==> src/sv/idiv_pkg.sv <==
// Package for the signed/unsigned integer divider: widths, opcodes and transaction types.
// Used by every module of the divider; depends on nothing.
`default_nettype none

package idiv_pkg;

  localparam int unsigned DataWidth     = 64;
  localparam int unsigned MaxWidth      = 64;
  localparam int unsigned NarrowWidth   = (MaxWidth < 32) ? MaxWidth : 32;
  localparam int unsigned CntWidth      = $clog2(MaxWidth + 1);
  localparam int unsigned QueueDepth    = 2;
  localparam int unsigned QueuePtrWidth = (QueueDepth > 1) ? $clog2(QueueDepth) : 1;
  localparam int unsigned QueueCntWidth = $clog2(QueueDepth + 1);

  localparam logic [DataWidth-1:0] NarrowMask =
    DataWidth'((65'd1 << NarrowWidth) - 65'd1);
  localparam logic [DataWidth-1:0] WideMask =
    DataWidth'((65'd1 << MaxWidth) - 65'd1);

  localparam logic [CntWidth-1:0] NarrowCount = CntWidth'(NarrowWidth);
  localparam logic [CntWidth-1:0] WideCount   = CntWidth'(MaxWidth);

  typedef enum logic [1:0] {
    OpUnsigned32 = 2'd0,
    OpSigned32   = 2'd1,
    OpUnsigned64 = 2'd2,
    OpSigned64   = 2'd3
  } opcode_e;

  typedef struct packed {
    logic [1:0]           opcode;
    logic [DataWidth-1:0] dividend;
    logic [DataWidth-1:0] divisor;
  } in_item_t;

  typedef struct packed {
    logic [DataWidth-1:0] quotient;
    logic [DataWidth-1:0] remainder;
    logic                 divide_by_zero;
  } out_item_t;

  // Classified operation handed from the front end to the divider core.
  typedef struct packed {
    logic                 q_neg;     // negate quotient at the end
    logic                 r_neg;     // negate remainder at the end
    logic                 dvz;       // divisor zero within the mode width
    logic [CntWidth-1:0]  steps;     // quotient bits to produce
    logic [DataWidth-1:0] mask;      // mode width mask
    logic [DataWidth-1:0] num;       // left-aligned dividend magnitude, or masked dividend on dvz
    logic [DataWidth-1:0] den;       // divisor magnitude
  } work_t;

endpackage

`default_nettype wire

==> src/sv/integer_divider_signed_unsigned_top.sv <==
// Top level of the signed/unsigned 32/64-bit integer divider.
// Depends on idiv_pkg, idiv_front, idiv_queue and idiv_core.
//
// Input channel: drive in_i and raise push; the transaction is taken on a clock edge
// with push high and full low. opcode selects unsigned/signed and 32/64-bit width.
// Result channel: while empty is low, out_o holds the oldest result; it is taken on a
// clock edge with pop high. Results come out in input order, one per input.
// The front end classifies the operands in the cycle of acceptance and writes them
// into a two-entry queue; the core takes one operation at a time from the queue.
// Timing: the core's shift-subtract loop produces one quotient bit per cycle; an
// operation passes through load, W steps and sign fix-up, W = 32 or 64. A zero
// divisor skips the loop and goes from load straight to fix-up. The core finishes
// one operation before it takes the next from the queue.
// When the receiver stalls, the finished result waits in the output register, the core
// waits in fix-up and the queue keeps taking input until full rises.
// Reset (rst_ni low, asynchronous) empties the queue and the output register.
`default_nettype none

module integer_divider_signed_unsigned_top (
  input  var logic                clk_i,
  input  var logic                rst_ni,
  input  var idiv_pkg::in_item_t  in_i,
  input  var logic                push,
  output var logic                full,
  output var idiv_pkg::out_item_t out_o,
  output var logic                empty,
  input  var logic                pop
);

  idiv_pkg::work_t work_in;
  idiv_pkg::work_t work_out;
  logic            work_empty;
  logic            work_pop;

  idiv_front u_front (
    .item_i (in_i),
    .work_o (work_in)
  );

  idiv_queue u_queue (
    .clk_i   (clk_i),
    .rst_ni  (rst_ni),
    .push_i  (push),
    .data_i  (work_in),
    .full_o  (full),
    .pop_i   (work_pop),
    .data_o  (work_out),
    .empty_o (work_empty)
  );

  idiv_core u_core (
    .clk_i        (clk_i),
    .rst_ni       (rst_ni),
    .work_i       (work_out),
    .work_empty_i (work_empty),
    .work_pop_o   (work_pop),
    .out_o        (out_o),
    .empty_o      (empty),
    .pop_i        (pop)
  );

endmodule

`default_nettype wire

==> src/sv/idiv_front.sv <==
// Front end of the divider: masks operands to the mode width, detects a zero divisor,
// takes magnitudes and aligns the dividend. Depends on idiv_pkg.
`default_nettype none

module idiv_front (
  input  var idiv_pkg::in_item_t item_i,
  output var idiv_pkg::work_t    work_o
);

  logic                           is_signed;
  logic                           is_wide;
  logic [idiv_pkg::DataWidth-1:0] mask;
  logic [idiv_pkg::DataWidth-1:0] a;
  logic [idiv_pkg::DataWidth-1:0] b;
  logic                           a_neg;
  logic                           b_neg;
  logic [idiv_pkg::DataWidth-1:0] am;
  logic [idiv_pkg::DataWidth-1:0] bm;
  logic [idiv_pkg::DataWidth-1:0] am_aligned;

  always_comb begin
    is_signed = (item_i.opcode == idiv_pkg::OpSigned32) ||
                (item_i.opcode == idiv_pkg::OpSigned64);
    is_wide   = (item_i.opcode == idiv_pkg::OpUnsigned64) ||
                (item_i.opcode == idiv_pkg::OpSigned64);
    mask      = is_wide ? idiv_pkg::WideMask : idiv_pkg::NarrowMask;
    a         = item_i.dividend & mask;
    b         = item_i.divisor & mask;

    if (is_wide) begin
      a_neg = is_signed & a[idiv_pkg::MaxWidth-1];
      b_neg = is_signed & b[idiv_pkg::MaxWidth-1];
    end else begin
      a_neg = is_signed & a[idiv_pkg::NarrowWidth-1];
      b_neg = is_signed & b[idiv_pkg::NarrowWidth-1];
    end

    am = a_neg ? ((~a + 1'b1) & mask) : a;
    bm = b_neg ? ((~b + 1'b1) & mask) : b;

    // Put the dividend MSB at the top so the core always shifts out of bit DataWidth-1.
    if (is_wide) begin
      am_aligned = am << (idiv_pkg::DataWidth - idiv_pkg::MaxWidth);
    end else begin
      am_aligned = am << (idiv_pkg::DataWidth - idiv_pkg::NarrowWidth);
    end

    work_o.dvz   = (b == '0);
    work_o.q_neg = a_neg ^ b_neg;
    work_o.r_neg = a_neg;
    work_o.steps = is_wide ? idiv_pkg::WideCount : idiv_pkg::NarrowCount;
    work_o.mask  = mask;
    work_o.num   = work_o.dvz ? a : am_aligned;
    work_o.den   = bm;
  end

endmodule

`default_nettype wire

==> src/sv/idiv_queue.sv <==
// Small queue of classified operations between the front end and the divider core.
// Depends on idiv_pkg.
`default_nettype none

module idiv_queue (
  input  var logic            clk_i,
  input  var logic            rst_ni,
  input  var logic            push_i,
  input  var idiv_pkg::work_t data_i,
  output var logic            full_o,
  input  var logic            pop_i,
  output var idiv_pkg::work_t data_o,
  output var logic            empty_o
);

  idiv_pkg::work_t                      mem_q [idiv_pkg::QueueDepth];
  logic [idiv_pkg::QueuePtrWidth-1:0]   wr_ptr_q, wr_ptr_d;
  logic [idiv_pkg::QueuePtrWidth-1:0]   rd_ptr_q, rd_ptr_d;
  logic [idiv_pkg::QueueCntWidth-1:0]   cnt_q, cnt_d;
  logic                                 do_push;
  logic                                 do_pop;

  assign full_o  = (cnt_q == idiv_pkg::QueueCntWidth'(idiv_pkg::QueueDepth));
  assign empty_o = (cnt_q == '0);
  assign do_push = push_i && !full_o;
  assign do_pop  = pop_i && !empty_o;
  assign data_o  = mem_q[rd_ptr_q];

  always_comb begin
    wr_ptr_d = wr_ptr_q;
    rd_ptr_d = rd_ptr_q;
    cnt_d    = cnt_q;
    if (do_push) begin
      wr_ptr_d = (wr_ptr_q == idiv_pkg::QueuePtrWidth'(idiv_pkg::QueueDepth - 1)) ?
                 '0 : wr_ptr_q + 1'b1;
    end
    if (do_pop) begin
      rd_ptr_d = (rd_ptr_q == idiv_pkg::QueuePtrWidth'(idiv_pkg::QueueDepth - 1)) ?
                 '0 : rd_ptr_q + 1'b1;
    end
    if (do_push && !do_pop) begin
      cnt_d = cnt_q + 1'b1;
    end else if (do_pop && !do_push) begin
      cnt_d = cnt_q - 1'b1;
    end
  end

  always_ff @(posedge clk_i or negedge rst_ni) begin
    if (!rst_ni) begin
      wr_ptr_q <= '0;
      rd_ptr_q <= '0;
      cnt_q    <= '0;
    end else begin
      wr_ptr_q <= wr_ptr_d;
      rd_ptr_q <= rd_ptr_d;
      cnt_q    <= cnt_d;
    end
  end

  always_ff @(posedge clk_i) begin
    if (do_push) begin
      mem_q[wr_ptr_q] <= data_i;
    end
  end

endmodule

`default_nettype wire

==> src/sv/idiv_core.sv <==
// Divider core: radix-2 restoring shift-subtract loop, sign fix-up and result register.
// Depends on idiv_pkg.
`default_nettype none

module idiv_core (
  input  var logic                clk_i,
  input  var logic                rst_ni,
  input  var idiv_pkg::work_t     work_i,
  input  var logic                work_empty_i,
  output var logic                work_pop_o,
  output var idiv_pkg::out_item_t out_o,
  output var logic                empty_o,
  input  var logic                pop_i
);

  typedef enum logic [1:0] {
    StIdle,
    StRun,
    StFix
  } state_e;

  state_e                           state_q;
  logic [idiv_pkg::CntWidth-1:0]    cnt_q;
  logic [idiv_pkg::DataWidth-1:0]   num_q;
  logic [idiv_pkg::DataWidth-1:0]   den_q;
  logic [idiv_pkg::DataWidth-1:0]   rem_q;
  logic [idiv_pkg::DataWidth-1:0]   quo_q;
  logic [idiv_pkg::DataWidth-1:0]   mask_q;
  logic                             q_neg_q;
  logic                             r_neg_q;
  logic                             dvz_q;
  idiv_pkg::out_item_t              out_q;
  logic                             out_valid_q;

  logic [idiv_pkg::DataWidth:0]     rem_shift;
  logic [idiv_pkg::DataWidth+1:0]   diff;
  logic                             ge;
  logic [idiv_pkg::DataWidth-1:0]   quo_fix;
  logic [idiv_pkg::DataWidth-1:0]   rem_fix;
  logic                             out_free;

  // One restoring step: the shifted partial remainder is one bit wider, which stands in
  // for the carry out of the mode width.
  always_comb begin
    rem_shift = {rem_q, num_q[idiv_pkg::DataWidth-1]};
    diff      = {1'b0, rem_shift} - {2'b00, den_q};
    ge        = !diff[idiv_pkg::DataWidth+1];
    quo_fix   = q_neg_q ? ((~quo_q + 1'b1) & mask_q) : quo_q;
    rem_fix   = r_neg_q ? ((~rem_q + 1'b1) & mask_q) : rem_q;
  end

  assign out_free   = !out_valid_q || pop_i;
  assign work_pop_o = (state_q == StIdle) && !work_empty_i;
  assign out_o      = out_q;
  assign empty_o    = !out_valid_q;

  always_ff @(posedge clk_i or negedge rst_ni) begin
    if (!rst_ni) begin
      state_q     <= StIdle;
      cnt_q       <= '0;
      num_q       <= '0;
      den_q       <= '0;
      rem_q       <= '0;
      quo_q       <= '0;
      mask_q      <= '0;
      q_neg_q     <= 1'b0;
      r_neg_q     <= 1'b0;
      dvz_q       <= 1'b0;
      out_q       <= '0;
      out_valid_q <= 1'b0;
    end else begin
      // In fix-up a popped result is replaced by the new one below.
      if (out_valid_q && pop_i && (state_q != StFix)) begin
        out_valid_q <= 1'b0;
      end
      case (state_q)
        StIdle: begin
          if (!work_empty_i) begin
            mask_q <= work_i.mask;
            num_q  <= work_i.num;
            den_q  <= work_i.den;
            cnt_q  <= work_i.steps;
            dvz_q  <= work_i.dvz;
            if (work_i.dvz) begin
              quo_q   <= work_i.mask;
              rem_q   <= work_i.num;
              q_neg_q <= 1'b0;
              r_neg_q <= 1'b0;
              state_q <= StFix;
            end else begin
              quo_q   <= '0;
              rem_q   <= '0;
              q_neg_q <= work_i.q_neg;
              r_neg_q <= work_i.r_neg;
              state_q <= StRun;
            end
          end
        end
        StRun: begin
          // Remainder stays below the divisor, so it always fits DataWidth bits.
          rem_q <= ge ? diff[idiv_pkg::DataWidth-1:0] : rem_shift[idiv_pkg::DataWidth-1:0];
          quo_q <= {quo_q[idiv_pkg::DataWidth-2:0], ge};
          num_q <= num_q << 1;
          cnt_q <= cnt_q - 1'b1;
          if (cnt_q == idiv_pkg::CntWidth'(1)) begin
            state_q <= StFix;
          end
        end
        StFix: begin
          if (out_free) begin
            out_q.quotient       <= quo_fix;
            out_q.remainder      <= rem_fix;
            out_q.divide_by_zero <= dvz_q;
            out_valid_q          <= 1'b1;
            state_q              <= StIdle;
          end
        end
        default: begin
          state_q <= StIdle;
        end
      endcase
    end
  end

  a_run_cnt_nonzero: assert property (@(posedge clk_i) disable iff (!rst_ni)
    (state_q == StRun) |-> (cnt_q != '0))
    else $error("divider loop running with zero steps left");

  a_last_step_to_fix: assert property (@(posedge clk_i) disable iff (!rst_ni)
    (state_q == StRun && cnt_q == idiv_pkg::CntWidth'(1)) |=> (state_q == StFix))
    else $error("divider loop did not finish after its last step");

  a_result_held: assert property (@(posedge clk_i) disable iff (!rst_ni)
    (out_valid_q && !pop_i) |=> (out_valid_q && $stable(out_q)))
    else $error("waiting result overwritten or dropped");

  a_dvz_all_ones: assert property (@(posedge clk_i) disable iff (!rst_ni)
    (out_valid_q && out_q.divide_by_zero) |->
      (out_q.quotient == idiv_pkg::NarrowMask || out_q.quotient == idiv_pkg::WideMask))
    else $error("zero-divisor result without all-ones quotient");

endmodule

`default_nettype wire
==> config.mk <==
export PLATFORM = sky130hd
export DESIGN_NAME = integer_divider_signed_unsigned_top
export DESIGN_NICKNAME = d
export VERILOG_FILES = /design/src/sv/idiv_pkg.sv /design/src/sv/integer_divider_signed_unsigned_top.sv /design/src/sv/idiv_front.sv /design/src/sv/idiv_queue.sv /design/src/sv/idiv_core.sv
export SDC_FILE = /design/constraint.sdc
export NUM_CORES = 2
export LEC_CHECK = 0
export BUFFER_PORTS_ARGS = -buffer_cell sky130_fd_sc_hd__buf_4
export CORE_AREA = 2 2 356 358
export DETAILED_ROUTE_END_ITERATION = 6
export DIE_AREA = 0 0 358 360
export PLACE_DENSITY_LB_ADDON = 0.08
export SYNTH_ARGS = -nofsm -noshare
export SYNTH_HDL_FRONTEND = slang
export SYNTH_SLANG_ARGS = --single-unit
export TNS_END_PERCENT = 100
==> constraint.sdc <==
create_clock -name clk_i -period 15.69 [get_ports clk_i]
set_input_delay 4.707 -clock clk_i [delete_from_list [all_inputs] [get_ports clk_i]]
set_output_delay 4.707 -clock clk_i [all_outputs]
set_load 0.005 [all_outputs]
==> results.json <==
{
  "cp-start-kind": "input port",
  "fin_setup_tns_ns": 0,
  "vias": 30371,
  "die_h_um": 360,
  "antenna_left": 0,
  "hpwl_um": 100000,
  "final_max_slew_viol_count": 0,
  "cp-endpoint": "u_queue.mem_q[0][100]",
  "rows": 130,
  "io_pins": 265,
  "power_density_mw_per_mm2": 239,
  "synth_edf_count": 266,
  "rsz0062_at_grt": "false",
  "grt_usage": 0.210,
  "p_leak_nw": 17.4,
  "whs_ns": 0.476,
  "synth_area_mm2": 0.0373,
  "status": "finished clean",
  "coreArea_mm2": 0.125,
  "grt-ovfl-total": 0,
  "io_buffer_count": 264,
  "crit_fanout": 57,
  "clock_latency_ns": 0.67,
  "seq_area_frac_synth": 0.485,
  "max_freq_mhz": 121,
  "setup.worst_path.start": "in_i[4]",
  "drv_cap": 0,
  "maxSlewHeadroom": 0.280,
  "cts.repair.resized": 0,
  "syn_nets": 4110,
  "end_kind": "flip-flop",
  "htree_num_levels": 3,
  "hold_path.class": "flip-flop to flip-flop",
  "wl_per_cell_um": 23.9,
  "area_delta_synth_final_pct": 16.6,
  "firstDrtPassIters": 5,
  "worstReg2RegStart": "u_core.rem_q[37]",
  "cts_tree": "done",
  "synth_common_cells": "nand2_1, dfrtp_1, nor2_1, o21ai_0, edfxtp_1",
  "die_w_um": 358,
  "drive_gt1_frac": 0.126,
  "dieArea_mm2": 0.129,
  "max-vdd-ir-drop_v": 0.000191,
  "clkSlewWorstSetupHoldPaths_ns": 0.05,
  "holdBufCountCts": 0,
  "fin_util": 0.348,
  "synth_cell_types": 91,
  "synth_top_area_frac": 0.271,
  "cts_setup_buffers": 0,
  "yosysTopAreaCell": "dfrtp_1",
  "gp_congestion": 0.863,
  "cts.sinks": 670,
  "synth-main-ff-cell": "dfrtp_1",
  "nNetsFinal": 4244,
  "hold_viol_final": 0,
  "clock_skew_ns": 0.0334,
  "antenna_found_initial": 1,
  "critPathKind": "input port to flip-flop",
  "ys_async_sr_fraction": 0.603,
  "grt_max_degree": 180,
  "r2r_end": "u_core.rem_q[0]",
  "grt_pass1_vias": 29683,
  "rr_worst_depth": 12,
  "reg2reg_setup_slack_ns": 11.10,
  "drc_errors": 0,
  "period_share": 0.527,
  "cts_buffers": 83,
  "cts-root-buf": "clkbuf_16",
  "cts.path.max_buffers": 3,
  "drt_iter0_drc": 2278,
  "start_util": 0.299,
  "ys_ff_latch": 670,
  "syn_inst": 3904,
  "synth_area_leaders": "dfrtp_1, edfxtp_1, o21ai_0, nand2_1, mux2i_1",
  "avgSynthCellArea_um2": 9.56,
  "worstMarginPinSlew_ns": 1.05,
  "setup_viol": 0,
  "via_per_inst": 5.28,
  "fin_crit_ns": 8.27,
  "synth_most_common_cell": "nand2_1",
  "wl_um": 137000,
  "grt_pass1_wl_um": 204000,
  "synth_warnings": 0,
  "critPathArrivalTime_ns": 8.65,
  "worst_ep_required_time_ns": 16.07
}
-- kinds of logic (layout without fill, tap and decap cells) --
logic type      count (synthesis)  count (layout)  synth area share
compound gates               1045            1045             0.183
simple gates                 1334            1334             0.166
fa+ha+maj                      72              72            0.0243
xor+xnor                      212             212            0.0498
buf+inv                       378             578            0.0390
flops                         670             670             0.485
other cells                     0               2                 0
mux                           193             193            0.0527
-- layer usage --
layer	share of wire	track usage	up-vias	routed length, um
met5	0	0	-	0
met4	0.028	0.0644	0	3850
met3	0.043	0.0238	161	5900
met2	0.47	0.341	738	64400
met1	0.46	0.291	14897	63200
li1	-	-	14575	-
-- worst min path at each step --
stage | start | end | slack (ns) | cells after the start
after detailed placement | u_core.cnt_q[4] | u_core.cnt_q[4] | 0.47 | 1
final | u_core.out_o[0] | u_core.out_o[0] | 0.48 | 2
after floorplan | u_core.dvz_q | u_core.out_o[0] | 0.44 | 2
after global routing | u_core.out_o[38] | u_core.out_o[38] | 0.50 | 2
after global placement | u_core.num_q[52] | u_core.num_q[53] | 0.46 | 2
after CTS | u_core.cnt_q[4] | u_core.cnt_q[4] | 0.48 | 1
-- report_power, final --
group	switching [W]	total, W	internal, W
registers	0.000677	0.00325	0.00257
clock network	0.000779	0.00193	0.00115
logic	0.00325	0.00522	0.00197
-- area by class of cell --
class / count / area [um^2]
Antenna cell: 2 / 5.00
Sequential cell: 670 / 18100
Multi-Input combinational cell: 2856 / 17800
Clock buffer: 122 / 2330
Timing Repair Buffer: 311 / 2370
Clock inverter: 29 / 360
Fill cell: 12971 / 81400
Inverter: 116 / 440
Tap cell: 1650 / 2060
-- state kept, by name, summed over array words and instances (netlist names) --
name                flops
u_core.mask_q           2
u_queue.mem_q         266
u_core.q_neg_q          1
u_queue.rd_ptr_q        1
u_core.out_o          129
u_core.state_q          2
u_core.dvz_q            1
u_core.out_valid_q      1
u_core.r_neg_q          1
u_core.num_q           64
u_core.den_q           64
u_core.rem_q           64
u_core.cnt_q            7
u_queue.cnt_q           2
u_core.quo_q           64
u_queue.wr_ptr_q        1
-- placed cells by master (no fill, tap or decap), drive strengths merged, types with 26 or more instances in the layout --
cell | netlist | layout
ha | 71 | 71
nand2 | 498 | 498
a221o | 102 | 102
o31ai | 52 | 52
edfxtp | 266 | 266
xor2 | 111 | 111
nand4 | 34 | 34
o221ai | 29 | 29
nor3 | 118 | 118
nor4 | 39 | 39
or4 | 26 | 26
dfrtp | 404 | 404
clkbuf | 215 | 122
or3 | 65 | 65
buf | 47 | 311
inv | 115 | 117
nand3 | 51 | 51
nor2 | 384 | 384
a21o | 29 | 29
mux2i | 166 | 166
a21oi | 212 | 212
o41ai | 26 | 26
o21ai | 389 | 389
mux2 | 27 | 27
xnor2 | 101 | 101
a221oi | 49 | 49
-- through the flow --
step                      cell area [um^2]  power [W]  setup WS [ns]  std cells
after floorplan                      37300    0.00660           4.74       3904
after global placement               40800    0.00853           6.86       5603
after detailed placement             40800    0.00853           6.80       5603
after CTS                            43500     0.0105           7.52       5754
after global routing                 43500     0.0112           7.01       5754
final                                43500     0.0104           7.42       5756
-- critical path: stages --
cell and delay [ns]:
buf_4 0.12, nor4_1 0.65, nand2_1 0.30, nand4b_1 0.42, nor3b_1 0.51, nand2_1 0.09
buf_4 0.26, inv_2 0.16, buf_4 0.52, nor2_1 0.38, nand2_1 0.16, xor2_1 0.18
o21ai_0 0.12
No activity file was read; power rests on OpenSTA's default activity.
